--- src/rtl/mmrp_pkg.sv ---
// ----------------------------------------------------------------------------
// mmrp_pkg
// Shared types, codes and the CRC16/Modbus byte update for the meter
// response parser.
// ----------------------------------------------------------------------------
package mmrp_pkg;

  // Frame layout
  localparam int unsigned FRAME_LEN      = 25;
  localparam int unsigned CRC_BYTES      = 23;
  localparam int unsigned DATA_LEN       = 20;
  localparam int unsigned DATA_START     = 3;
  localparam int unsigned POS_W          = 5;
  localparam int unsigned DATA_IDX_W     = 5;

  localparam logic [POS_W-1:0] POS_FUNC     = POS_W'(1);
  localparam logic [POS_W-1:0] POS_COUNT    = POS_W'(2);
  localparam logic [POS_W-1:0] POS_DATA_LO  = POS_W'(DATA_START);
  localparam logic [POS_W-1:0] POS_DATA_HI  = POS_W'(DATA_START + DATA_LEN - 1);
  localparam logic [POS_W-1:0] POS_CRC_LO   = POS_W'(CRC_BYTES);
  localparam logic [POS_W-1:0] POS_LAST     = POS_W'(FRAME_LEN - 1);

  // Protocol constants
  localparam logic [7:0]  FC_READ_INPUT  = 8'h04;
  localparam logic [7:0]  COUNT_EXPECTED = 8'h14;
  localparam logic [15:0] CRC_INIT       = 16'hFFFF;
  localparam logic [15:0] CRC_POLY       = 16'hA001;

  // Input action codes
  typedef enum logic [1:0] {
    ACT_BYTE    = 2'd0,
    ACT_START   = 2'd1,
    ACT_TIMEOUT = 2'd2
  } action_t;

  // Result status codes
  typedef enum logic [2:0] {
    ST_OK        = 3'd0,
    ST_TIMEOUT   = 3'd1,
    ST_BAD_FC    = 3'd2,
    ST_BAD_COUNT = 3'd3,
    ST_BAD_CRC   = 3'd4
  } status_t;

  // One result item
  typedef struct packed {
    status_t     status;
    logic [15:0] voltage_tenths;
    logic [31:0] current_milliamps;
    logic [31:0] power_tenths_watt;
    logic [31:0] energy_wh;
    logic [15:0] frequency_tenths;
    logic [15:0] power_factor_hundredths;
  } result_t;

  // Frame tracking status seen by the top level
  typedef struct packed {
    logic             open;
    logic [POS_W-1:0] pos;
  } frame_stat_t;

  // Reflected CRC16 update over one byte, eight shift steps
  function automatic logic [15:0] crc16_update(input logic [15:0] crc, input logic [7:0] b);
    logic [15:0] c;
    c = crc ^ {8'h00, b};
    for (int k = 0; k < 8; k++) begin
      c = c[0] ? ((c >> 1) ^ CRC_POLY) : (c >> 1);
    end
    return c;
  endfunction

endpackage

--- src/rtl/mmrp_in_stage.sv ---
// ----------------------------------------------------------------------------
// mmrp_in_stage
// Input register: captures one transfer and holds it until the frame
// logic consumes it.
// ----------------------------------------------------------------------------
module mmrp_in_stage (
  input  logic       clk,
  input  logic       rst_n,
  input  logic       in_valid,
  output logic       in_ready,
  input  logic [1:0] in_action,
  input  logic [7:0] in_rx_byte,
  input  logic       advance,
  output logic       item_valid,
  output logic [1:0] item_action,
  output logic [7:0] item_byte
);

  logic       valid_r, valid_nxt;
  logic [1:0] action_r;
  logic [7:0] byte_r;
  logic       take;

  // Accept when empty or when the held item leaves this cycle
  assign in_ready = !valid_r || advance;
  assign take     = in_valid && in_ready;

  always_comb begin
    valid_nxt = valid_r;
    if (take) begin
      valid_nxt = 1'b1;
    end else if (advance) begin
      valid_nxt = 1'b0;
    end
  end

  always_ff @(posedge clk) begin
    if (!rst_n) begin
      valid_r <= 1'b0;
    end else begin
      valid_r <= valid_nxt;
    end
  end

  // Hold payload
  always_ff @(posedge clk) begin
    if (take) begin
      action_r <= in_action;
      byte_r   <= in_rx_byte;
    end
  end

  assign item_valid  = valid_r;
  assign item_action = action_r;
  assign item_byte   = byte_r;

endmodule

--- src/rtl/mmrp_frame.sv ---
// ----------------------------------------------------------------------------
// mmrp_frame
// Frame tracker: byte position, running CRC, header and data bytes, and the
// result decision on the last byte or on a timeout.
// ----------------------------------------------------------------------------
module mmrp_frame (
  input  logic                  clk,
  input  logic                  rst_n,
  input  logic                  item_valid,
  input  logic [1:0]            item_action,
  input  logic [7:0]            item_byte,
  input  logic                  advance,
  output logic                  res_valid,
  output mmrp_pkg::result_t     res,
  output mmrp_pkg::frame_stat_t stat
);

  logic                        open_r, open_nxt;
  logic [mmrp_pkg::POS_W-1:0]  pos_r, pos_nxt;
  logic [15:0]                 crc_r, crc_nxt;
  logic [7:0]                  func_r, func_nxt;
  logic [7:0]                  count_r, count_nxt;
  logic [7:0]                  crc_lo_r, crc_lo_nxt;
  logic [7:0]                  data_r [mmrp_pkg::DATA_LEN];
  logic                        data_we;
  logic [mmrp_pkg::DATA_IDX_W-1:0] data_idx;
  logic                        is_byte;
  logic                        is_last;
  mmrp_pkg::status_t           last_status;
  mmrp_pkg::action_t           act;

  assign act     = mmrp_pkg::action_t'(item_action);
  assign is_byte = item_valid && (act == mmrp_pkg::ACT_BYTE) && open_r;
  assign is_last = is_byte && (pos_r == mmrp_pkg::POS_LAST);
  assign data_idx = mmrp_pkg::DATA_IDX_W'(pos_r - mmrp_pkg::POS_DATA_LO);
  assign data_we  = advance && is_byte &&
                    (pos_r inside {[mmrp_pkg::POS_DATA_LO:mmrp_pkg::POS_DATA_HI]});

  // Check function code, byte count, then CRC (high byte is the current one)
  always_comb begin
    if (func_r != mmrp_pkg::FC_READ_INPUT) begin
      last_status = mmrp_pkg::ST_BAD_FC;
    end else if (count_r != mmrp_pkg::COUNT_EXPECTED) begin
      last_status = mmrp_pkg::ST_BAD_COUNT;
    end else if (crc_r != {item_byte, crc_lo_r}) begin
      last_status = mmrp_pkg::ST_BAD_CRC;
    end else begin
      last_status = mmrp_pkg::ST_OK;
    end
  end

  // Next state and result
  always_comb begin
    open_nxt   = open_r;
    pos_nxt    = pos_r;
    crc_nxt    = crc_r;
    func_nxt   = func_r;
    count_nxt  = count_r;
    crc_lo_nxt = crc_lo_r;
    res_valid  = 1'b0;
    res        = '0;
    if (item_valid) begin
      case (act)
        mmrp_pkg::ACT_START: begin
          open_nxt   = 1'b1;
          pos_nxt    = '0;
          crc_nxt    = mmrp_pkg::CRC_INIT;
          func_nxt   = '0;
          count_nxt  = '0;
          crc_lo_nxt = '0;
        end
        mmrp_pkg::ACT_TIMEOUT: begin
          if (open_r) begin
            open_nxt   = 1'b0;
            pos_nxt    = '0;
            res_valid  = 1'b1;
            res.status = mmrp_pkg::ST_TIMEOUT;
          end
        end
        mmrp_pkg::ACT_BYTE: begin
          if (open_r) begin
            if (pos_r < mmrp_pkg::POS_CRC_LO) begin
              crc_nxt = mmrp_pkg::crc16_update(crc_r, item_byte);
            end
            if (pos_r == mmrp_pkg::POS_FUNC) begin
              func_nxt = item_byte;
            end
            if (pos_r == mmrp_pkg::POS_COUNT) begin
              count_nxt = item_byte;
            end
            if (pos_r == mmrp_pkg::POS_CRC_LO) begin
              crc_lo_nxt = item_byte;
            end
            if (is_last) begin
              open_nxt   = 1'b0;
              pos_nxt    = '0;
              res_valid  = 1'b1;
              res.status = last_status;
              if (last_status == mmrp_pkg::ST_OK) begin
                res.voltage_tenths          = {data_r[0],  data_r[1]};
                res.current_milliamps       = {data_r[4],  data_r[5],  data_r[2],  data_r[3]};
                res.power_tenths_watt       = {data_r[8],  data_r[9],  data_r[6],  data_r[7]};
                res.energy_wh               = {data_r[12], data_r[13], data_r[10], data_r[11]};
                res.frequency_tenths        = {data_r[14], data_r[15]};
                res.power_factor_hundredths = {data_r[16], data_r[17]};
              end
            end else begin
              pos_nxt = pos_r + 1'b1;
            end
          end
        end
        default: begin
          // unused action code: drop
        end
      endcase
    end
  end

  always_ff @(posedge clk) begin
    if (!rst_n) begin
      open_r   <= 1'b0;
      pos_r    <= '0;
      crc_r    <= mmrp_pkg::CRC_INIT;
      func_r   <= '0;
      count_r  <= '0;
      crc_lo_r <= '0;
    end else if (advance) begin
      open_r   <= open_nxt;
      pos_r    <= pos_nxt;
      crc_r    <= crc_nxt;
      func_r   <= func_nxt;
      count_r  <= count_nxt;
      crc_lo_r <= crc_lo_nxt;
    end
  end

  // Store data bytes
  always_ff @(posedge clk) begin
    if (data_we) begin
      data_r[data_idx] <= item_byte;
    end
  end

  assign stat.open = open_r;
  assign stat.pos  = pos_r;

endmodule

--- src/rtl/mmrp_out_stage.sv ---
// ----------------------------------------------------------------------------
// mmrp_out_stage
// Result register: holds one result until the receiver takes the transfer.
// ----------------------------------------------------------------------------
module mmrp_out_stage (
  input  logic              clk,
  input  logic              rst_n,
  input  logic              load,
  input  mmrp_pkg::result_t res,
  output logic              out_free,
  output logic              out_valid,
  input  logic              out_ready,
  output mmrp_pkg::result_t out_res
);

  logic              valid_r, valid_nxt;
  mmrp_pkg::result_t res_r;

  assign out_free = !valid_r || out_ready;

  always_comb begin
    valid_nxt = valid_r;
    if (load) begin
      valid_nxt = 1'b1;
    end else if (out_ready) begin
      valid_nxt = 1'b0;
    end
  end

  always_ff @(posedge clk) begin
    if (!rst_n) begin
      valid_r <= 1'b0;
    end else begin
      valid_r <= valid_nxt;
    end
  end

  // Hold payload
  always_ff @(posedge clk) begin
    if (load) begin
      res_r <= res;
    end
  end

  assign out_valid = valid_r;
  assign out_res   = res_r;

endmodule

--- src/rtl/modbus_meter_response_parser.sv ---
// ----------------------------------------------------------------------------
// modbus_meter_response_parser
// Parses a 25-byte Modbus RTU read-input-registers response from an energy
// meter and reports status plus the raw register values.
// ----------------------------------------------------------------------------
// Usage:
//   Input channel (in_valid/in_ready): in_action selects a received byte
//   (in_rx_byte), a start of a new frame, or a receive timeout.
//   Result channel (out_valid/out_ready): one result per completed frame
//   (25th byte) or per timeout while a frame is open; status plus values,
//   values zero unless status is ok.
//   A result is produced from the item held in the input register and is
//   registered in the result register before it shows on out_valid.
//   Throughput: one item per cycle while no result is stalled; the CRC byte
//   update, eight unrolled shift steps, sits between the two registers.
//   Reset: no frame is open; received bytes are dropped until a start
//   action. Data bytes are not cleared.
//   Stall: while out_valid is high and out_ready low, the result is held;
//   items that yield no result still advance, and in_ready drops only when
//   the held item would produce a result into the full result register.
// ----------------------------------------------------------------------------
module modbus_meter_response_parser (
  input  logic        clk,
  input  logic        rst_n,
  input  logic        in_valid,
  output logic        in_ready,
  input  logic [1:0]  in_action,
  input  logic [7:0]  in_rx_byte,
  output logic        out_valid,
  input  logic        out_ready,
  output logic [2:0]  out_status,
  output logic [15:0] out_voltage_tenths,
  output logic [31:0] out_current_milliamps,
  output logic [31:0] out_power_tenths_watt,
  output logic [31:0] out_energy_wh,
  output logic [15:0] out_frequency_tenths,
  output logic [15:0] out_power_factor_hundredths
);

  logic                  item_valid;
  logic [1:0]            item_action;
  logic [7:0]            item_byte;
  logic                  advance;
  logic                  res_valid;
  logic                  out_free;
  mmrp_pkg::result_t     res;
  mmrp_pkg::result_t     out_res;
  mmrp_pkg::frame_stat_t stat;

  // Advance the held item unless its result would land on a full register
  assign advance = item_valid && (!res_valid || out_free);

  mmrp_in_stage u_in (
    .clk         (clk),
    .rst_n       (rst_n),
    .in_valid    (in_valid),
    .in_ready    (in_ready),
    .in_action   (in_action),
    .in_rx_byte  (in_rx_byte),
    .advance     (advance),
    .item_valid  (item_valid),
    .item_action (item_action),
    .item_byte   (item_byte)
  );

  mmrp_frame u_frame (
    .clk         (clk),
    .rst_n       (rst_n),
    .item_valid  (item_valid),
    .item_action (item_action),
    .item_byte   (item_byte),
    .advance     (advance),
    .res_valid   (res_valid),
    .res         (res),
    .stat        (stat)
  );

  mmrp_out_stage u_out (
    .clk       (clk),
    .rst_n     (rst_n),
    .load      (advance && res_valid),
    .res       (res),
    .out_free  (out_free),
    .out_valid (out_valid),
    .out_ready (out_ready),
    .out_res   (out_res)
  );

  assign out_status                  = out_res.status;
  assign out_voltage_tenths          = out_res.voltage_tenths;
  assign out_current_milliamps       = out_res.current_milliamps;
  assign out_power_tenths_watt       = out_res.power_tenths_watt;
  assign out_energy_wh               = out_res.energy_wh;
  assign out_frequency_tenths        = out_res.frequency_tenths;
  assign out_power_factor_hundredths = out_res.power_factor_hundredths;

  // Error results carry zero values
  a_err_zero: assert property (@(posedge clk) disable iff (!rst_n)
    (out_valid && out_status != mmrp_pkg::ST_OK) |->
      (out_voltage_tenths == '0 && out_current_milliamps == '0 &&
       out_power_tenths_watt == '0 && out_energy_wh == '0 &&
       out_frequency_tenths == '0 && out_power_factor_hundredths == '0))
    else $error("error result with nonzero values");

  // Position stays inside the frame and is zero while closed
  a_pos_range: assert property (@(posedge clk) disable iff (!rst_n)
    (stat.pos <= mmrp_pkg::POS_LAST) && (stat.open || stat.pos == '0))
    else $error("frame position out of range");

  // A produced result is presented on the next cycle
  a_res_shown: assert property (@(posedge clk) disable iff (!rst_n)
    (advance && res_valid) |=> out_valid)
    else $error("result lost");

endmodule

--- config.mk ---
export PLATFORM = sky130hd
export DESIGN_NAME = modbus_meter_response_parser
export DESIGN_NICKNAME = d
export VERILOG_FILES = /design/src/rtl/mmrp_pkg.sv /design/src/rtl/mmrp_in_stage.sv /design/src/rtl/mmrp_frame.sv /design/src/rtl/mmrp_out_stage.sv /design/src/rtl/modbus_meter_response_parser.sv
export SDC_FILE = /design/constraint.sdc
export NUM_CORES = 1
export LEC_CHECK = 0
export BUFFER_PORTS_ARGS = -buffer_cell sky130_fd_sc_hd__buf_2
export CAP_MARGIN = 25
export CORE_MARGIN = 1.5
export CORE_UTILIZATION = 60
export DETAILED_ROUTE_END_ITERATION = 7
export PLACE_DENSITY = 0.8
export SLEW_MARGIN = 30
export SYNTH_ARGS = -nofsm -noshare
export SYNTH_HDL_FRONTEND = slang
export SYNTH_SLANG_ARGS = --single-unit
--- constraint.sdc ---
create_clock -name clk -period 17.5 [get_ports clk]
set_input_delay 1.75 -clock clk [delete_from_list [all_inputs] [get_ports clk]]
set_output_delay 1.75 -clock clk [all_outputs]
set_load 0.05 [all_outputs]
==> Word-level counts from Yosys, hierarchy flattened <==
Memory sizes are Yosys's and may differ from the RTL's.
Cells that the tools add are included.
{ "totals": {"n_memories": 1, "output_inout_bits": 149, "ram_bits": 160, "regBits": 205} }
{ "classes": {"magnitude_cmp": 3, "muxes": 46, "bitwise_logic": 9, "n_reduce_logical": 28, "n_addsub": 2, "n_eq_ne": 15} }
{ "memory_table": {"columns": ["memory", "words", "width", "read_ports", "rd_clocked_by_memory_dff", "wr", "line_no", "rtl"], "rows": [
  ["u_frame.data_r", 20, 8, 18, 0, 1, "mmrp_frame.sv:24", "logic [7:0] data_r [mmrp_pkg::DATA_LEN];"]
]} }
{ "ops": {"columns": ["op", "n"], "rows": [
  ["147-bit two-way mux", 2],
  ["16-bit two-way mux", 10],
  ["144-bit two-way mux", 1],
  ["8-bit two-way mux", 6],
  ["8-bit one-hot mux with 2 select lines", 3],
  ["16-bit one-hot mux with 2 select lines", 1],
  ["5-bit AND reduction", 6],
  ["2-bit inverter with 3-bit output", 8],
  ["16-bit != test", 1],
  ["16-bit by 8-bit bitwise XOR with 16-bit output", 1],
  ["5-bit two-way mux", 3],
  ["5-bit one-hot mux with 3 select lines", 1],
  ["1-bit two-way mux", 13],
  ["5-bit == test (second input constant)", 2],
  ["1-bit logical AND", 9],
  ["3-bit two-way mux", 3],
  ["2-bit != test (second input constant)", 4],
  ["8-bit by 3-bit != test with 1-bit output (second input constant)", 1],
  ["8-bit by 5-bit != test with 1-bit output (second input constant)", 1],
  ["3-bit one-hot mux with 2 select lines", 1],
  ["2-bit nonzero test", 3],
  ["5-bit by 1-bit adder with 5-bit output (second input constant)", 1],
  ["5-bit by 1-bit == test with 1-bit output (second input constant)", 1],
  ["5-bit by 2-bit == test with 1-bit output (second input constant)", 1],
  ["15 further kinds", 20]
]} }

==> Depth between registers and ports, before layout <==
Gate-level depths: netlist of run 1.
{ "logic_depth": {"ltp_word": 20, "depth_mapped": 10, "mapped_depth_nobuf": 8} }

==> Hierarchy <==
From an unflattened synthesis of run 1, not the netlist that was laid out.
{ "unflattened": {"cells_unflattened": 798, "hier_area_um2": 12969.9} }
{ "by_module_without_submodules": {"columns": ["module", "instances", "area_each_um2", "seq_area_each_um2", "cells_per_inst"], "rows": [
  ["mmrp_frame", 1, 8130.3, 5245.0, 629],
  ["mmrp_out_stage", 1, 4463.0, 4434.3, 151],
  ["mmrp_in_stage", 1, 357.8, 320.3, 15],
  ["modbus_meter_response_parser", 1, 18.8, 0.0, 3]
]} }

==> Worst setup path before layout of run 1 <==
No wires, ideal clock.
{ "synth_timing": {"kind": "input port to flip-flop", "startpoint": "in out_ready", "endpoint": "reg u_out.res_r, in the netlist u_out.out_res[0], enable pin", "n_path_buf": 0, "arrival_time_ns": 7.923, "setup_slack_ns": 8.921, "path_stages": 2, "path_cell_list": "nor2b_1 -> nor2_1"} }
{ "synth_between": {"elab_chain_cells": 4} }
{ "synth_lines": {"columns": ["item", "line_no", "rtl"], "rows": [
  ["start, declared", "modbus_meter_response_parser.sv:30", "input logic out_ready,"],
  ["1-bit logical OR", "mmrp_out_stage.sv:19", "assign out_free = !valid_r || out_ready;"],
  ["1-bit logical OR", "modbus_meter_response_parser.sv:51", "assign advance = item_valid && (!res_valid || out_free);"],
  ["1-bit logical AND", "modbus_meter_response_parser.sv:51", null],
  ["1-bit logical AND", "modbus_meter_response_parser.sv:81", ".load (advance && res_valid),"],
  ["named net u_out.load", "mmrp_out_stage.sv:8", "input logic load,"],
  ["end signal, assigned", "mmrp_out_stage.sv:41", "res_r <= res;"],
  ["end, declared", "mmrp_out_stage.sv:17", "mmrp_pkg::result_t res_r;"]
]} }
The timed path passes the listed nets, and every way through them passes these cells.
A chain may end at the register's enable or synchronous reset.

==> Worst setup path after layout of run 1 <==
{ "layout_timing": {"startpoint": "reg u_frame.pos_r[0] (netlist bit)", "endpoint": "out in_ready"} }
{ "layout_between": {"elab_chain_cells": 10} }
{ "layout_lines": {"columns": ["item", "line_no", "rtl"], "rows": [
  ["start, declared", "mmrp_frame.sv:19", "logic [mmrp_pkg::POS_W-1:0] pos_r, pos_nxt;"],
  ["start signal, assigned", "mmrp_frame.sv:129", "pos_r <= pos_nxt;"],
  ["5-bit == test", "mmrp_frame.sv:34", "assign is_last = is_byte && (pos_r == mmrp_pkg::POS_LAST);"],
  ["1-bit logical AND", "mmrp_frame.sv:34", null],
  ["1-bit two-way mux", "mmrp_frame.sv:94", "if (is_last) begin"],
  ["1-bit two-way mux", "mmrp_frame.sv:81", "if (open_r) begin"],
  ["1-bit one-hot mux with 2 select lines", "mmrp_frame.sv:63", "case (act)"],
  ["1-bit two-way mux", "mmrp_frame.sv:62", "if (item_valid) begin"],
  ["1-bit zero test", "modbus_meter_response_parser.sv:51", null],
  ["1-bit logical OR", "modbus_meter_response_parser.sv:51", null],
  ["1-bit logical AND", "modbus_meter_response_parser.sv:51", null],
  ["1-bit logical OR", "mmrp_in_stage.sv:25", "assign in_ready = !valid_r || advance;"],
  ["end, declared", "modbus_meter_response_parser.sv:26", "output logic in_ready,"]
]} }
No other way between the ends.

==> flow_metrics.tcl, run 1 <==
set metrics [dict create \
    outcome "complete, no violations" \
    clock_sinks 349 \
    grt_max_degree 85 \
    die_h_um 149.0 \
    end_kind "output port" \
    grt_pass1_wl_um 35230 \
    vias 6720 \
    dpl_worst_slack_ps 13250 \
    numCtsBuffers 34 \
    fin_crit_ps 4334 \
    setup_viol 0 \
    detail_route.iter0.violations 529 \
    timing.final.crit_share_pct 24.76 \
    slew_violations 0 \
    tns_ps 0 \
    die_area_um2 22210 \
    maxSlewHeadroom_pct 40.78 \
    cts_resized 0 \
    synth-edff-count 301 \
    wl_per_cell_um 18.61 \
    max-cap-violations 0 \
    track_usage_pct 21.46 \
    synthArstFlopShare_pct 0 \
    ant_nets 0 \
    antenna_found_initial 0 \
    crit_type "flop to output port" \
    finalWirelength_um 23480 \
    seq_area_frac_synth_pct 78.15 \
    syn_to_final_growth_pct 17.50 \
    ys_types 46 \
    h-tree-depth 2 \
    viasPerCell 5.325 \
    io_buffer_count 162 \
    cts_root_buf "clkbuf_16" \
    max_freq_mhz 230.7 \
    critPathLaunchType "flop" \
    hp-class "flop to flop" \
    nets 983 \
    peakVddDrop_mv 0.09424 \
    powerDensity_nw_per_um2 109.8 \
    insertion_delay_ps 520 \
    hold_viol 0 \
    dr.pass1.iters 5 \
    worst_pin_slew_ps 888.3 \
    start_util_pct 61.06 \
    drc_errors 0 \
    syn-num-nets 803 \
    ctsHoldBuffers 0 \
    gr-total-overflow 0 \
    clk_pin_slew_ps 60 \
    diodes 0 \
    required_ps 15750 \
    fin_skew_ps 23.01 \
    netlist_instances 783 \
    syn_avg_cell_area_um2 16.34 \
    ios 163 \
    clk_path_buf_depth 3 \
    synth-seq-cells 349 \
    core-area_um2 20960 \
    worstPathArrival_ps 2580 \
    die_width_um 149.0 \
    crit_fanout 10 \
    drive_gt1_share_pct 23.61 \
    rsz0062_at_grt "false" \
    cts_tree "done" \
    p_leak_nw 4.798 \
    finalWorstSetupSlack_ps 13170 \
    syn-cell-area_um2 12790 \
    rows 53 \
    grt_pass1_vias 6416 \
    ys_warn_count 0 \
    dpl.hpwl_um 13800 \
    gp_congestion 0.8354 \
    ys.flop_type "edfxtp_1" \
    postCtsSetupBuffers 0 \
]
[registers in the layout, summed over array words and instances (netlist names)]
| register | flops |
|---|---|
| u_in.item_byte | 8 |
| u_frame.crc_r | 16 |
| u_out.out_valid | 1 |
| u_frame.open_r | 1 |
| u_frame.func_r | 8 |
| u_frame.crc_lo_r | 8 |
| u_frame.pos_r | 5 |
| u_in.item_action | 2 |
| u_in.item_valid | 1 |
| u_frame.data_r | 144 |
| u_out.out_res | 147 |
| u_frame.count_r | 8 |
[per-layer routing]
metal | global-route usage [%] | part of all wire, % | vias to the layer above
met1 | 29.64 | 43 | 3254
li1 | - | - | 3169
met5 | 0 | 0 | -
met3 | 3.547 | 6.5 | 44
met4 | 6.881 | 2.1 | 0
met2 | 35.30 | 49 | 253
[Yosys cell counts, types with 2 or more instances]
library cell	n	area (um^2)
nand2b_1	4	25.02
buf_2	7	35.03
nor4_1	5	31.28
xnor2_1	16	140.1
o22ai_1	18	112.6
nor2_1	27	101.4
nor2b_1	29	181.4
nor2_2	3	18.77
inv_1	7	26.28
nand3_1	4	20.02
edfxtp_1	301	9039
o21ai_1	2	10.01
nand2_1	35	131.4
xor2_1	20	175.2
nor2_4	2	22.52
dfxtp_1	48	960.9
nand4_1	2	12.51
a31o_2	2	17.52
a21boi_1	5	37.54
or3_1	4	25.02
clkbuf_1	21	78.83
and4b_1	3	30.03
a21oi_1	9	45.04
and2_1	153	957.2
nand3b_4	2	40.04
a41oi_1	2	17.52
mux2i_1	24	240.2
o21ai_0	2	10.01
ha_1	6	75.07
nor3_1	4	20.02
[cells by family (layout without fill, tap and decap cells)]
group           after synthesis  in the layout  synth area share [%]
compound gates               47             47                 2.386
buf+inv                      37            241                 1.183
fa+ha+maj                     6              6                0.5867
mux                          24             24                 1.878
simple gates                281            281                 12.86
xor+xnor                     39             39                 2.953
flops                       349            349                 78.15
[layout by cell type (no fill, tap or decap), drive strengths merged, types with 3 or more instances in the layout]
master  synthesis  routed
a21boi          6       6
a21oi           9       9
and2          153     153
and4b           3       3
buf             9     174
bufinv          0       3
clkbuf         21      40
clkinv          0      17
dfxtp          48      48
edfxtp        301     301
ha              6       6
inv             7       7
mux2i          24      24
nand2          35      35
nand2b          4       4
nand3           4       4
nor2           32      32
nor2b          29      29
nor3            4       4
nor4            5       5
o21ai           4       4
o22ai          18      18
or3             4       4
xnor2          16      16
xor2           21      21
[worst paths after layout]
kind | cells after the start | endpoint | slack, ps | from
worst min register to register | 1 | u_out.out_res[78] | 510 | u_frame.data_r[6][6]
worst max-delay path | 7 | in_ready | 13170 | u_frame.pos_r[0]
worst max register to register | 8 | u_out.out_res[121] | 13970 | u_frame.pos_r[0]
worst min-delay path | 1 | u_out.out_res[78] | 510 | u_frame.data_r[6][6]
[power breakdown]
group	leakage, nW	internal (W)	switching [W]	total [W]
combinational	1.43	0.0000136	0.0000287	0.0000423
sequential	2.83	0.000901	0.00000235	0.000903
clock	0.535	0.000413	0.000293	0.000706
total	4.80	0.00133	0.000324	0.00165
[stage by stage]
step           std cells  area, um^2  power [W]  util, %  hold slack (ps)
6_report            1262       15030   0.001651    71.75            507.9
5_1_grt             1262       15030   0.001697    71.75            526.5
4_1_cts             1261       15000   0.001662    71.60            513.7
3_5_place_dp        1201       13910  0.0009630    66.40            501.4
3_3_place_gp        1201       13910  0.0009623    66.40            493.7
2_1_floorplan        783       12790  0.0009492        -            474.0
[layout make-up]
type	instances	area, um^2
well taps	275	344.1
repair buffers	174	924.6
fillers	1326	5921
clock inverters	20	190.2
clock buffers	40	898.4
multi-input cells	397	2651
flip-flops and latches	349	10000
inverters	7	26.28
[critical path, cell delays in order, from the launching register on]
cell	delay (ps)
dfxtp_1	420
inv_1	150
ha_1	180
and4b_1	330
nor2_1	80
or3_1	420
or2_1	270
buf_2	220
Note: power is estimated with default switching activity, not from simulation.
==> run 2, diff against run 1 <==
- ABC_AREA: unset -> 1
- CORE_UTILIZATION: 60 -> 52
- PLACE_DENSITY: 0.8 -> 0.74
- clock period: 17.5 -> 3.55 ns (I/O delays scaled with it)
==> flow_metrics.tcl, run 2 <==
set metrics [dict create \
    viasPerCell 4.999 \
    critPathLaunchType "flop" \
    seq_area_frac_synth_pct 76.34 \
    largest_reg_flops 147 \
    netlist_instances 1037 \
    slowest_stage "nor2_1" \
    max_freq_mhz 368.4 \
    synthArstFlopShare_pct 0 \
    die_h_um 161.7 \
    clk_pin_slew_ps 60 \
    slew_violations 0 \
    r2r_slack_ps 840 \
    fin_crit_ps 2714 \
    postCtsSetupBuffers 0 \
    timing.final.crit_share_pct 76.45 \
    drc_errors 0 \
    crit_chain "nor2_4, nand3_2, a2111oi_2, nand2_1, nor2_1" \
    detail_route.iter0.violations 688 \
    grt_pass1_vias 7387 \
    dp.cells 1507 \
    ff_latch_area_um2 10000 \
    rsz0062_at_grt "false" \
    grt_pass1_wl_um 39500 \
    yosysMostFrequentCell "edfxtp_1" \
    route.met3.wl_um 1634 \
    peakVddDrop_mv 0.4784 \
    final_common_cell "edfxtp_1" \
    io_buffer_count 162 \
    ant_nets 0 \
    max-cap-violations 0 \
    track_usage_pct 19.68 \
    rows 57 \
    outcome "complete, no violations" \
    crit_buf_inv 0 \
    multi_input_area_um2 2203 \
    diodes 0 \
    finalWirelength_um 25720 \
    fin_cells 1570 \
    syn_to_final_growth_pct 18.13 \
    routed.top_layer "met4" \
    synthTopCellsByArea "edfxtp_1 69%, dfxtp_1 7.3%, inv_1 5.7%" \
    maxSlewHeadroom_pct 35.14 \
    fillerInstances 1836 \
    syn-cell-area_um2 13100 \
    ctsHoldBuffers 0 \
    p_leak_nw 6.371 \
    cts_tree "done" \
    synth-seq-cells 349 \
    critPathMaxStageDelay_ps 650 \
    fin_skew_ps 13.74 \
    worst_pin_slew_ps 973.0 \
    utilization_pct 63.07 \
    dr.pass1.iters 5 \
    die_width_um 161.7 \
    synth-edff-count 301 \
    die_area_um2 26150 \
    crit_type "flop to flop" \
    dr_wl_met2_um 12210 \
    met1_length_um 11560 \
    yosys-top-cells-count "301 x edfxtp_1, 200 x inv_1, 189 x nor2_1" \
    cts_resized 0 \
    start_util_pct 53.39 \
    critPathTopFamily "simple AND/OR/NAND/NOR gates" \
    gp_congestion 0.8498 \
    ys_types 36 \
    ys.flop_type "edfxtp_1" \
    antenna_found_initial 0 \
    clock_sinks 349 \
    clk_path_buf_depth 3 \
    end_kind "flop" \
    layout_common_cells "301 x edfxtp_1, 200 x inv_1, 189 x nor2_1, 162 x buf_2, 93 x nand2_1" \
    powerDensity_nw_per_um2 550.8 \
    dpl.hpwl_um 16090 \
    required_ps 3690 \
    core-area_um2 24530 \
    netlist.area_leader.share_pct 69.00 \
    ios 163 \
    vias 7849 \
    hp-class "primary input to flop" \
    insertion_delay_ps 510 \
    drive_gt1_share_pct 20.22 \
    ys_warn_count 0 \
    grt_max_degree 148 \
    worstPathArrival_ps 2860 \
    setup_viol 0 \
    hold_viol 0 \
    tns_ps 0 \
    cts_root_buf "clkbuf_16" \
    nets 1240 \
    p_total_w 0.008522 \
    gr-total-overflow 0 \
    wl_per_cell_um 16.38 \
    synth_top_area_cell "edfxtp_1" \
    syn_avg_cell_area_um2 12.63 \
    crit_fanout 10 \
    syn-num-nets 1057 \
    h-tree-depth 2 \
    numCtsBuffers 35 \
]
run 2: changes by cell type after synthesis, moves of 6 or more:
cell / change
nor2_1: +162
clkbuf_1: -6
nand3_1: +24
inv_1: +193
nor2b_1: -29
xnor2_1: -14
o211ai_1: +7
o22ai_1: -16
nand2_1: +58
and2_1: -153
a21oi_1: +28
mux2i_1: -24
o21ai_0: +32
run 2: path summary, 6_finish.rpt:
kind / from / to / cells past startpoint
worst max-delay path: u_in.item_action[1] / u_frame.data_r[4][0] / 5
worst min-delay path: in_rx_byte[5] / u_in.item_byte[5] / 1
worst max register to register: u_in.item_action[1] / u_frame.data_r[4][0] / 5
worst min register to register: u_frame.func_r[3] / u_frame.func_r[3] / 2
run 2: logic make-up (layout without fill, tap and decap cells):
| logic type | Yosys count | after routing | share of synthesized area, % |
|---|---|---|---|
| xor+xnor | 17 | 17 | 1.137 |
| flops | 349 | 349 | 76.34 |
| buf+inv | 231 | 440 | 6.925 |
| fa+ha+maj | 6 | 6 | 0.5731 |
| simple gates | 339 | 339 | 10.79 |
| compound gates | 95 | 95 | 4.232 |
run 2: cell type report:
type | count | share of cell area, %
Sequential cell | 349 | 64.62
Multi-Input combinational cell | 457 | 14.24
Timing Repair Buffer | 174 | 5.984
Clock buffer | 41 | 5.935
Inverter | 203 | 4.924
Tap cell | 324 | 2.620
Clock inverter | 22 | 1.674
run 2: where the power goes:
group          internal, W  switching (W)  leakage (nW)
Clock              0.00224        0.00149         0.581
Sequential         0.00447      0.0000403          3.14
Combinational    0.0000776       0.000211          2.65
Total              0.00678        0.00174          6.37
run 2: per-layer routing:
metal	GRT usage [%]	up-vias
met5	0	-
met4	5.129	0
met3	2.937	32
met2	31.43	294
met1	28.67	3739
li1	-	3784
run 2: worst reg2reg max path, delay by kind of cell, from the launching register on:
kind               cells  cell delay (ps)
and+or+nand+nor        4             1380
DFF                    1              490
AOI/OAI and AO/OA      1              480
run 2: metrics by stage:
step,worst slack [ps],hold WS (ps),cell area (um^2)
after floorplan,-338.3,429.0,13110
after global placement,924.2,443.9,14300
after detailed placement,842.8,450.1,14300
after CTS,785.9,7.702,15470
after global routing,521.5,4.601,15470
final,835.8,24.27,15470
